### src/design/heartbeat_peak_bpm_detector_assert.svh
// Assertion macros for the heartbeat peak / BPM detector.
// Used by heartbeat_peak_bpm_detector.sv; needs clk and arst_n in scope.
`ifndef HEARTBEAT_PEAK_BPM_DETECTOR_ASSERT_SVH
`define HEARTBEAT_PEAK_BPM_DETECTOR_ASSERT_SVH
`ifndef SYNTHESIS
`define HBPM_ASSERT(lbl, prop, msg) \
	lbl: assert property (@(posedge clk) disable iff (!arst_n) prop) else $error(msg);
`define HBPM_NEVER(lbl, expr, msg) \
	`HBPM_ASSERT(lbl, !(expr), msg)
`else
`define HBPM_ASSERT(lbl, prop, msg)
`define HBPM_NEVER(lbl, expr, msg)
`endif
`endif

### src/design/hbpm_pkg.sv
// Shared constants, control-word type and microcode ROM for the heartbeat
// peak / BPM detector. No dependencies.
`default_nettype none
package hbpm_pkg;

	localparam int SAMPLE_BITS_DEF = 12;
	localparam int SAMPLE_W = 12;
	localparam int SMP_EXT_W = 16;
	localparam int PERIOD_W = 10;
	localparam logic [PERIOD_W-1:0] PERIOD_RST = 10'd60;
	localparam int SCALE_W = 14;
	localparam int REL_W = 10;
	localparam int FALL_W = 12;
	localparam int INT_W = 20;
	localparam int BPM_W = 10;
	localparam int DIGIT_W = 4;
	localparam int REM_W = 7;
	localparam int TRK_W = 32;
	localparam int MX_W = 34;
	localparam int DVD_W = 16;
	localparam int DVS_W = 20;
	localparam int MUL_W = 32;

	localparam logic [BPM_W-1:0] BPM_MAX = 10'd999;
	localparam logic [DVD_W-1:0] K_SCALE = 16'd10000;
	localparam logic [DVD_W-1:0] K_REL = 16'd1000;
	localparam logic [DVD_W-1:0] K_FALL = 16'd3000;
	localparam logic [DVD_W-1:0] K_BPM = 16'd60000;

	// floor(n/5) = (n * RECIP5) >> RECIP5_SH for any 32-bit n
	localparam logic [MUL_W-1:0] RECIP5 = 32'hCCCC_CCCD;
	localparam int RECIP5_SH = 34;
	// decimal split of 0..999
	localparam int DIV100_MUL = 41;
	localparam int DIV100_SH = 12;
	localparam int DIV10_MUL = 205;
	localparam int DIV10_SH = 11;

	localparam int PC_W = 5;
	localparam int OP_W = 4;
	localparam int COND_W = 3;

	localparam logic [OP_W-1:0] OP_NOP = 4'd0;
	localparam logic [OP_W-1:0] OP_DIV_S = 4'd1;
	localparam logic [OP_W-1:0] OP_WR_S = 4'd2;
	localparam logic [OP_W-1:0] OP_DIV_R = 4'd3;
	localparam logic [OP_W-1:0] OP_WR_R = 4'd4;
	localparam logic [OP_W-1:0] OP_DIV_F = 4'd5;
	localparam logic [OP_W-1:0] OP_WR_F = 4'd6;
	localparam logic [OP_W-1:0] OP_MUL_X = 4'd7;
	localparam logic [OP_W-1:0] OP_MUL_5 = 4'd8;
	localparam logic [OP_W-1:0] OP_REBASE = 4'd9;
	localparam logic [OP_W-1:0] OP_THRESH = 4'd10;
	localparam logic [OP_W-1:0] OP_PEAK = 4'd11;
	localparam logic [OP_W-1:0] OP_DIV_B = 4'd12;
	localparam logic [OP_W-1:0] OP_WR_B = 4'd13;
	localparam logic [OP_W-1:0] OP_INT = 4'd14;
	localparam logic [OP_W-1:0] OP_DIGIT = 4'd15;

	localparam logic [COND_W-1:0] C_NEXT = 3'd0;
	localparam logic [COND_W-1:0] C_JUMP = 3'd1;
	localparam logic [COND_W-1:0] C_IN_WAIT = 3'd2;
	localparam logic [COND_W-1:0] C_DIV_BUSY = 3'd3;
	localparam logic [COND_W-1:0] C_NO_BEAT = 3'd4;
	localparam logic [COND_W-1:0] C_INT_ZERO = 3'd5;
	localparam logic [COND_W-1:0] C_OUT_BUSY = 3'd6;

	// digit ops share one opcode; a sub-field picks the step
	localparam int SUB_W = 2;
	localparam logic [SUB_W-1:0] SUB_H = 2'd0;
	localparam logic [SUB_W-1:0] SUB_R = 2'd1;
	localparam logic [SUB_W-1:0] SUB_T = 2'd2;
	localparam logic [SUB_W-1:0] SUB_OUT = 2'd3;

	localparam logic [PC_W-1:0] ST_IDLE = 5'd0;
	localparam logic [PC_W-1:0] ST_DIV_S = 5'd1;
	localparam logic [PC_W-1:0] ST_WR_S = 5'd2;
	localparam logic [PC_W-1:0] ST_DIV_R = 5'd3;
	localparam logic [PC_W-1:0] ST_WR_R = 5'd4;
	localparam logic [PC_W-1:0] ST_DIV_F = 5'd5;
	localparam logic [PC_W-1:0] ST_WR_F = 5'd6;
	localparam logic [PC_W-1:0] ST_MUL_X = 5'd7;
	localparam logic [PC_W-1:0] ST_MUL_5 = 5'd8;
	localparam logic [PC_W-1:0] ST_REBASE = 5'd9;
	localparam logic [PC_W-1:0] ST_THRESH = 5'd10;
	localparam logic [PC_W-1:0] ST_PEAK = 5'd11;
	localparam logic [PC_W-1:0] ST_BEAT_CHK = 5'd12;
	localparam logic [PC_W-1:0] ST_DIV_B = 5'd13;
	localparam logic [PC_W-1:0] ST_WR_B = 5'd14;
	localparam logic [PC_W-1:0] ST_INT = 5'd15;
	localparam logic [PC_W-1:0] ST_DIG_H = 5'd16;
	localparam logic [PC_W-1:0] ST_DIG_R = 5'd17;
	localparam logic [PC_W-1:0] ST_DIG_T = 5'd18;
	localparam logic [PC_W-1:0] ST_OUT = 5'd19;
	localparam logic [PC_W-1:0] ST_RET = 5'd20;

	typedef struct packed {
		logic [OP_W-1:0]   op;
		logic [SUB_W-1:0]  sub;
		logic [COND_W-1:0] cond;
		logic [PC_W-1:0]   target;
	} ucode_t;

	function automatic ucode_t ucode(input logic [PC_W-1:0] pc);
		ucode_t w;
		w = '{op: OP_NOP, sub: SUB_H, cond: C_JUMP, target: ST_IDLE};
		unique case (pc)
			ST_IDLE:     w = '{OP_NOP, SUB_H, C_IN_WAIT, ST_IDLE};
			ST_DIV_S:    w = '{OP_DIV_S, SUB_H, C_NEXT, ST_IDLE};
			ST_WR_S:     w = '{OP_WR_S, SUB_H, C_DIV_BUSY, ST_WR_S};
			ST_DIV_R:    w = '{OP_DIV_R, SUB_H, C_NEXT, ST_IDLE};
			ST_WR_R:     w = '{OP_WR_R, SUB_H, C_DIV_BUSY, ST_WR_R};
			ST_DIV_F:    w = '{OP_DIV_F, SUB_H, C_NEXT, ST_IDLE};
			ST_WR_F:     w = '{OP_WR_F, SUB_H, C_DIV_BUSY, ST_WR_F};
			ST_MUL_X:    w = '{OP_MUL_X, SUB_H, C_NEXT, ST_IDLE};
			ST_MUL_5:    w = '{OP_MUL_5, SUB_H, C_NEXT, ST_IDLE};
			ST_REBASE:   w = '{OP_REBASE, SUB_H, C_NEXT, ST_IDLE};
			ST_THRESH:   w = '{OP_THRESH, SUB_H, C_NEXT, ST_IDLE};
			ST_PEAK:     w = '{OP_PEAK, SUB_H, C_NEXT, ST_IDLE};
			ST_BEAT_CHK: w = '{OP_NOP, SUB_H, C_NO_BEAT, ST_INT};
			ST_DIV_B:    w = '{OP_DIV_B, SUB_H, C_INT_ZERO, ST_INT};
			ST_WR_B:     w = '{OP_WR_B, SUB_H, C_DIV_BUSY, ST_WR_B};
			ST_INT:      w = '{OP_INT, SUB_H, C_NEXT, ST_IDLE};
			ST_DIG_H:    w = '{OP_DIGIT, SUB_H, C_NEXT, ST_IDLE};
			ST_DIG_R:    w = '{OP_DIGIT, SUB_R, C_NEXT, ST_IDLE};
			ST_DIG_T:    w = '{OP_DIGIT, SUB_T, C_NEXT, ST_IDLE};
			ST_OUT:      w = '{OP_DIGIT, SUB_OUT, C_OUT_BUSY, ST_OUT};
			ST_RET:      w = '{OP_NOP, SUB_H, C_JUMP, ST_IDLE};
			default:     w = '{OP_NOP, SUB_H, C_JUMP, ST_IDLE};
		endcase
		return w;
	endfunction

endpackage
`default_nettype wire

### src/design/hbpm_div.sv
// Restoring divider, one quotient bit per cycle, for the BPM detector.
// Depends on hbpm_pkg for default widths.
`default_nettype none
module hbpm_div #(
	parameter int DVD_W = hbpm_pkg::DVD_W,
	parameter int DVS_W = hbpm_pkg::DVS_W
) (
	input  wire                   clk,
	input  wire                   arst_n,
	input  wire                   start,
	input  wire [DVD_W-1:0]       dividend,
	input  wire [DVS_W-1:0]       divisor,
	output logic                  busy,
	output logic [DVD_W-1:0]      quotient
);
	localparam int CNT_W = $clog2(DVD_W + 1);

	logic [CNT_W-1:0] cnt_q;
	logic [DVS_W-1:0] rem_q;
	logic [DVD_W-1:0] quo_q;
	logic [DVS_W-1:0] dvs_q;
	logic [DVS_W:0]   shifted;
	logic [DVS_W+1:0] diff;

	assign shifted = {rem_q, quo_q[DVD_W-1]};
	assign diff = {1'b0, shifted} - {2'b00, dvs_q};

	always_ff @(posedge clk or negedge arst_n) begin
		if (!arst_n) begin
			cnt_q <= '0;
		end else if (start) begin
			cnt_q <= CNT_W'(DVD_W);
		end else if (cnt_q != '0) begin
			cnt_q <= cnt_q - 1'b1;
		end
	end

	always_ff @(posedge clk) begin
		if (start) begin
			rem_q <= '0;
			quo_q <= dividend;
			dvs_q <= divisor;
		end else if (cnt_q != '0) begin
			if (!diff[DVS_W+1]) begin
				rem_q <= diff[DVS_W-1:0];
				quo_q <= {quo_q[DVD_W-2:0], 1'b1};
			end else begin
				rem_q <= shifted[DVS_W-1:0];
				quo_q <= {quo_q[DVD_W-2:0], 1'b0};
			end
		end
	end

	assign busy = (cnt_q != '0);
	assign quotient = quo_q;
endmodule
`default_nettype wire

### config.mk
export PLATFORM = sky130hd
export DESIGN_NAME = hbpm_div
export DESIGN_NICKNAME = d
export VERILOG_FILES = /design/src/design/heartbeat_peak_bpm_detector_assert.svh /design/src/design/hbpm_pkg.sv /design/src/design/hbpm_div.sv
export SDC_FILE = /design/constraint.sdc
export NUM_CORES = 1
export LEC_CHECK = 0
export ABC_AREA = 1
export BUFFER_PORTS_ARGS = -buffer_cell sky130_fd_sc_hd__buf_2
export CAP_MARGIN = 10
export CORE_MARGIN = 1.5
export CORE_UTILIZATION = 53
export CTS_CLUSTER_DIAMETER = 150
export DETAILED_ROUTE_END_ITERATION = 7
export HOLD_SLACK_MARGIN = 0.02
export PLACE_DENSITY_LB_ADDON = 0.1
export SYNTH_ARGS = -nofsm -noshare
export SYNTH_HDL_FRONTEND = slang
export SYNTH_SLANG_ARGS = --single-unit
### constraint.sdc
create_clock -name clk -period 1.8 [get_ports clk]
set_input_delay 0.18 -clock clk [delete_from_list [all_inputs] [get_ports clk]]
set_output_delay 0.18 -clock clk [all_outputs]
set_load 0.1 [all_outputs]
Word level (Yosys, flattened, before mapping) --
Index checks and enable logic that the tools add are counted.
Operators by class: reduce and logical (&&, ||, !) cells 2, $add $sub $neg 2, multiplexer cells 6
Operator list (number):
- $mux W16 | 2
- $sub A21 B20 Y22 | 1
- $mux W20 | 1
- $mux W5 | 2
- $reduce_bool A5 Y1 | 1
- $sub A5 B1 Y5 const B | 1
- $reduce_bool A2 Y1 | 1
- $mux W1 | 1
Storage, ports and cells: output and inout port bits 17, logic and storage cells 14, register bits 61, input port bits 39

Longest topological paths before layout --
depth after elaboration 4, gate-level depth with buffers 14, gate-level depth less buffers 14

Worst setup path before layout --
No wires, ideal clock.
path type flip-flop to flip-flop, start reg cnt_q[0], end reg quo_q[0], in the netlist quotient[0], enable pin, data required time 1471 ps, path buffers 1, cell stages (with the launch flop) 7, arrival 2210 ps, path slack -739 ps, setup time 329 ps, clock period less this slack 2539 ps, path through dfrtp_1 > inv_1 > ha_1 > nand3_1 > nor2_1 > buf_2 > inv_1
Between the ends: cells in the longest elaborated chain, start to end 2
RTL lines:
- start, declared | RTL line hbpm_div.sv:18 | logic [CNT_W-1:0] cnt_q;
- start signal, assigned | RTL line hbpm_div.sv:32 | cnt_q <= CNT_W'(DVD_W);
- start signal, assigned | RTL line hbpm_div.sv:34 | cnt_q <= cnt_q - 1'b1;
- $reduce_bool A5 Y1
- named net busy | RTL line hbpm_div.sv:13 | output logic busy,
- $reduce_bool A2 Y1 (no source line)
- end signal, assigned | RTL line hbpm_div.sv:41 | quo_q <= dividend;
- end signal, assigned | RTL line hbpm_div.sv:46 | quo_q <= {quo_q[DVD_W-2:0], 1'b1};
- end signal, assigned | RTL line hbpm_div.sv:49 | quo_q <= {quo_q[DVD_W-2:0], 1'b0};
- end, declared | RTL line hbpm_div.sv:20 | logic [DVD_W-1:0] quo_q;
The timed path passes the listed nets, and every way through them passes these cells. A chain may end at the register's enable or synchronous reset.

Worst setup path in the final report --
start reg dvs_q[7], end reg rem_q[6]
Between the ends: cells in the longest elaborated chain, start to end 2
RTL lines:
- start, declared | RTL line hbpm_div.sv:21 | logic [DVS_W-1:0] dvs_q;
- start signal, assigned | RTL line hbpm_div.sv:42 | dvs_q <= divisor;
- $sub A21 B20 Y22 | RTL line hbpm_div.sv:26 | assign diff = {1'b0, shifted} - {2'b00, dvs_q};
- $mux W20 | RTL line hbpm_div.sv:44 | if (!diff[DVS_W+1]) begin
- end signal, assigned | RTL line hbpm_div.sv:45 | rem_q <= diff[DVS_W-1:0];
- end signal, assigned | RTL line hbpm_div.sv:48 | rem_q <= shifted[DVS_W-1:0];
- end, declared | RTL line hbpm_div.sv:19 | logic [DVS_W-1:0] rem_q;
No other way between the ends.

==> impl_metrics.tcl <==
set metrics [dict create \
    status "finished, violations left" \
    violations "negative setup slack" \
    use_met2_pct 48.17 \
    critPathMaxStageDelay_ps 350 \
    via_per_inst 5.133 \
    synth-seq-cells 61 \
    synth_ff_type "edfxtp_1" \
    nets 758 \
    async_flop_share_pct 8.197 \
    dp_hpwl_mm 7.391 \
    clock_sink_count 61 \
    multiInputGateArea_um2 2426 \
    grt_antenna_before_repair 0 \
    placed_cell_area_um2 4822 \
    gp_congestion 0.9948 \
    fin_setup_tns_ps -791.4 \
    cts_tree "done" \
    ios 56 \
    critPathRequiredTime_ps 2030 \
    peakVddDrop_mv 0.9578 \
    crit_path_top_delay_cell "edfxtp_1" \
    p_leak_nw 2.964 \
    crit_type "reg -> reg" \
    cpMostUsedCell "nand2_4" \
    hold_viol 0 \
    dieHeight_um 90.43 \
    dp_slack_ps -75.32 \
    grt_pass1_vias 3967 \
    worst_slack_ps -67.05 \
    seq_area_um2 1608 \
    clkTransAtPathRegs_ps 80 \
    num_vias 4106 \
    first_pass_iters 8 \
    clock_path_buffers 2 \
    synth_compound_area_share_pct 4.385 \
    hold_path_class "in -> reg" \
    end_kind "flop" \
    die-area_um2 8178 \
    netlist_area_um2 4051 \
    grt_pass1_wl_mm 18.06 \
    synth-simple-area-share_pct 34.90 \
    port_buffers 55 \
    setup_viol_count_final 21 \
    layout-drive-gt1-share_pct 34.66 \
    ys_seq_area_share_pct 39.65 \
    top_usage_layer "met2" \
    die_w_um 90.43 \
    synthesis.nets 623 \
    grt_usage_pct 27.77 \
    power_density_nw_per_um2 1737 \
    antennaDiodeCount 0 \
    arrival_ps 2100 \
    htree_levels 3 \
    drcViolationCount 0 \
    cp_max_fo 6 \
    syn_area_per_cell_um2 7.222 \
    maxCapViolCount 0 \
    clockRootBuffer "clkbuf_8" \
    tightest_slew_ps 508.7 \
    synth_edf_count 36 \
    numCtsBuffers 9 \
    finClkSkew_ps 7.302 \
    rsz0062_at_grt "yes" \
    max_freq_ghz 0.5356 \
    clk-insertion-delay-late_ps 350 \
    mostFrequentLayoutCell "nand2_1" \
    routedWlPerCell_um 13.90 \
    fin_crit_sh_pct 103.7 \
    start_util_pct 55.27 \
    crit_chain "inv_2, ha_4, nand2_4, buf_6, nor2_4, nand2_2, nor2_4, nand2_4, nand3_4, buf_12, nand2_4, nand3_2, o21ai_1" \
    grt_overflow 0 \
    final_cell_mix "184 x nand2_1, 96 x inv_1, 55 x buf_2, 54 x buf_4, 36 x edfxtp_1" \
    synth_mux_area_share_pct 0 \
    synthXorXnorAreaFrac_pct 1.513 \
    worstSetupStartpointType "flop" \
    met1_usage_pct 34.21 \
    yosys.area_share.adder_pct 7.288 \
    drt_iter0_markers 289 \
    synthToLayoutAreaGrowth_pct 42.59 \
    antenna_left 0 \
    synth_warnings 0 \
    ys_types 36 \
    synth_top_family_by_area "simple AND/OR/NAND/NOR gates" \
    final.min_clock_period_ps 1867 \
    relSlewSlack_pct 65.87 \
    fillers 489 \
    use_met3_pct 5.387 \
    rows 31 \
    wl_mm 11.12 \
    maxSlewViolCount 0 \
    finish.instance_area_um2 5777 \
    core_um2 7331 \
    grt_start_max_net_pins 23 \
    netlist_instances 561 \
]
-- where the power goes --
group | switching (mW) | internal (mW) | total (mW)
combinational | 3.82 | 2.72 | 6.54
sequential | 0.354 | 1.90 | 2.25
clock | 0.602 | 0.643 | 1.25
total | 4.78 | 5.26 | 10.0
-- final cells by class --
cell class                 instances  share of cell area, %
clock buffer                       9                  2.144
clock inverter                     7                  1.321
inverter                         111                  7.277
multi-input combinational        377                  42.00
sequential                        61                  27.83
tap                               99                  2.144
timing repair buffer             136                  17.28
-- stage by stage --
step | hold slack (ps) | power, mW | util (%) | std cells
2_1_floorplan | -115.6 | 5.982 | - | 561
3_3_place_gp | -2.280 | 7.363 | 65.78 | 750
3_5_place_dp | 0.1949 | 7.470 | 65.78 | 750
4_1_cts | 97.18 | 9.419 | 75.90 | 798
5_1_grt | 109.3 | 10.77 | 78.80 | 800
6_report | 104.4 | 10.03 | 78.80 | 800
-- metal layers --
layer,part of all wire [%],vias to the layer above
met4,2.2,0
met2,50,166
met5,0,-
met1,41,1882
met3,7.0,32
li1,-,2026
-- synthesized netlist by cell type (2+ instances only) --
cell type | instances | area (µm²)
a21oi_1 | 10 | 50.05
buf_2 | 6 | 30.03
clkbuf_1 | 3 | 11.26
dfrtp_1 | 5 | 125.1
dfxtp_1 | 20 | 400.4
edfxtp_1 | 36 | 1081
ha_1 | 22 | 275.3
inv_1 | 110 | 412.9
nand2_1 | 209 | 784.5
nand2_2 | 7 | 43.79
nand3_1 | 41 | 205.2
nand3_2 | 6 | 60.06
nand4_1 | 18 | 112.6
nor2_1 | 25 | 93.84
nor2_2 | 4 | 25.02
nor2_4 | 3 | 33.78
nor3_1 | 4 | 20.02
o21ai_0 | 4 | 20.02
o21ai_1 | 2 | 10.01
o21ai_2 | 5 | 43.79
xnor2_1 | 6 | 52.55
-- final timing paths --
check	cells past startpoint	slack [ps]	end	from
setup / recovery	13	-70	rem_q[6]	dvs_q[7]
hold / removal	3	100	quotient[2]	dividend[2]
hold reg to reg	2	480	rem_q[19]	rem_q[19]
setup reg to reg	13	-70	rem_q[6]	dvs_q[7]
max in group asynchronous	2	1500	cnt_q[1]	arst_n
min in group asynchronous	2	170	cnt_q[4]	arst_n
-- cells by family after synthesis --
family,Yosys count
adders and majority gates,23
buffers and inverters,123
and+or+nand+nor,320
xor gates and xnor gates,7
DFF,61
AOI/OAI and AO/OA,27
-- timing repair --
item,in CTS,in global routing
hold buffers,21,0
endpoints found under the hold margin,25,0
pin swaps,25,32
endpoints found under the setup margin,17,21
setup buffers,12,2
gates resized for setup,41,47
cloned,1,1
-- sequential cells by signal, indices dropped and copies added (netlist names) --
register / cells
cnt_q: 5
rem_q: 20
dvs_q: 20
quotient: 16
-- worst max-delay path, delay by kind of cell (launching register included) --
| family | cells | cell delay, ps |
|---|---|---|
| and+or+nand+nor | 8 | 730 |
| DFF | 1 | 350 |
| buffers and inverters | 3 | 330 |
| adders and majority gates | 1 | 280 |
| AOI/OAI and AO/OA | 1 | 70 |
(Power assumes the default switching activity.)
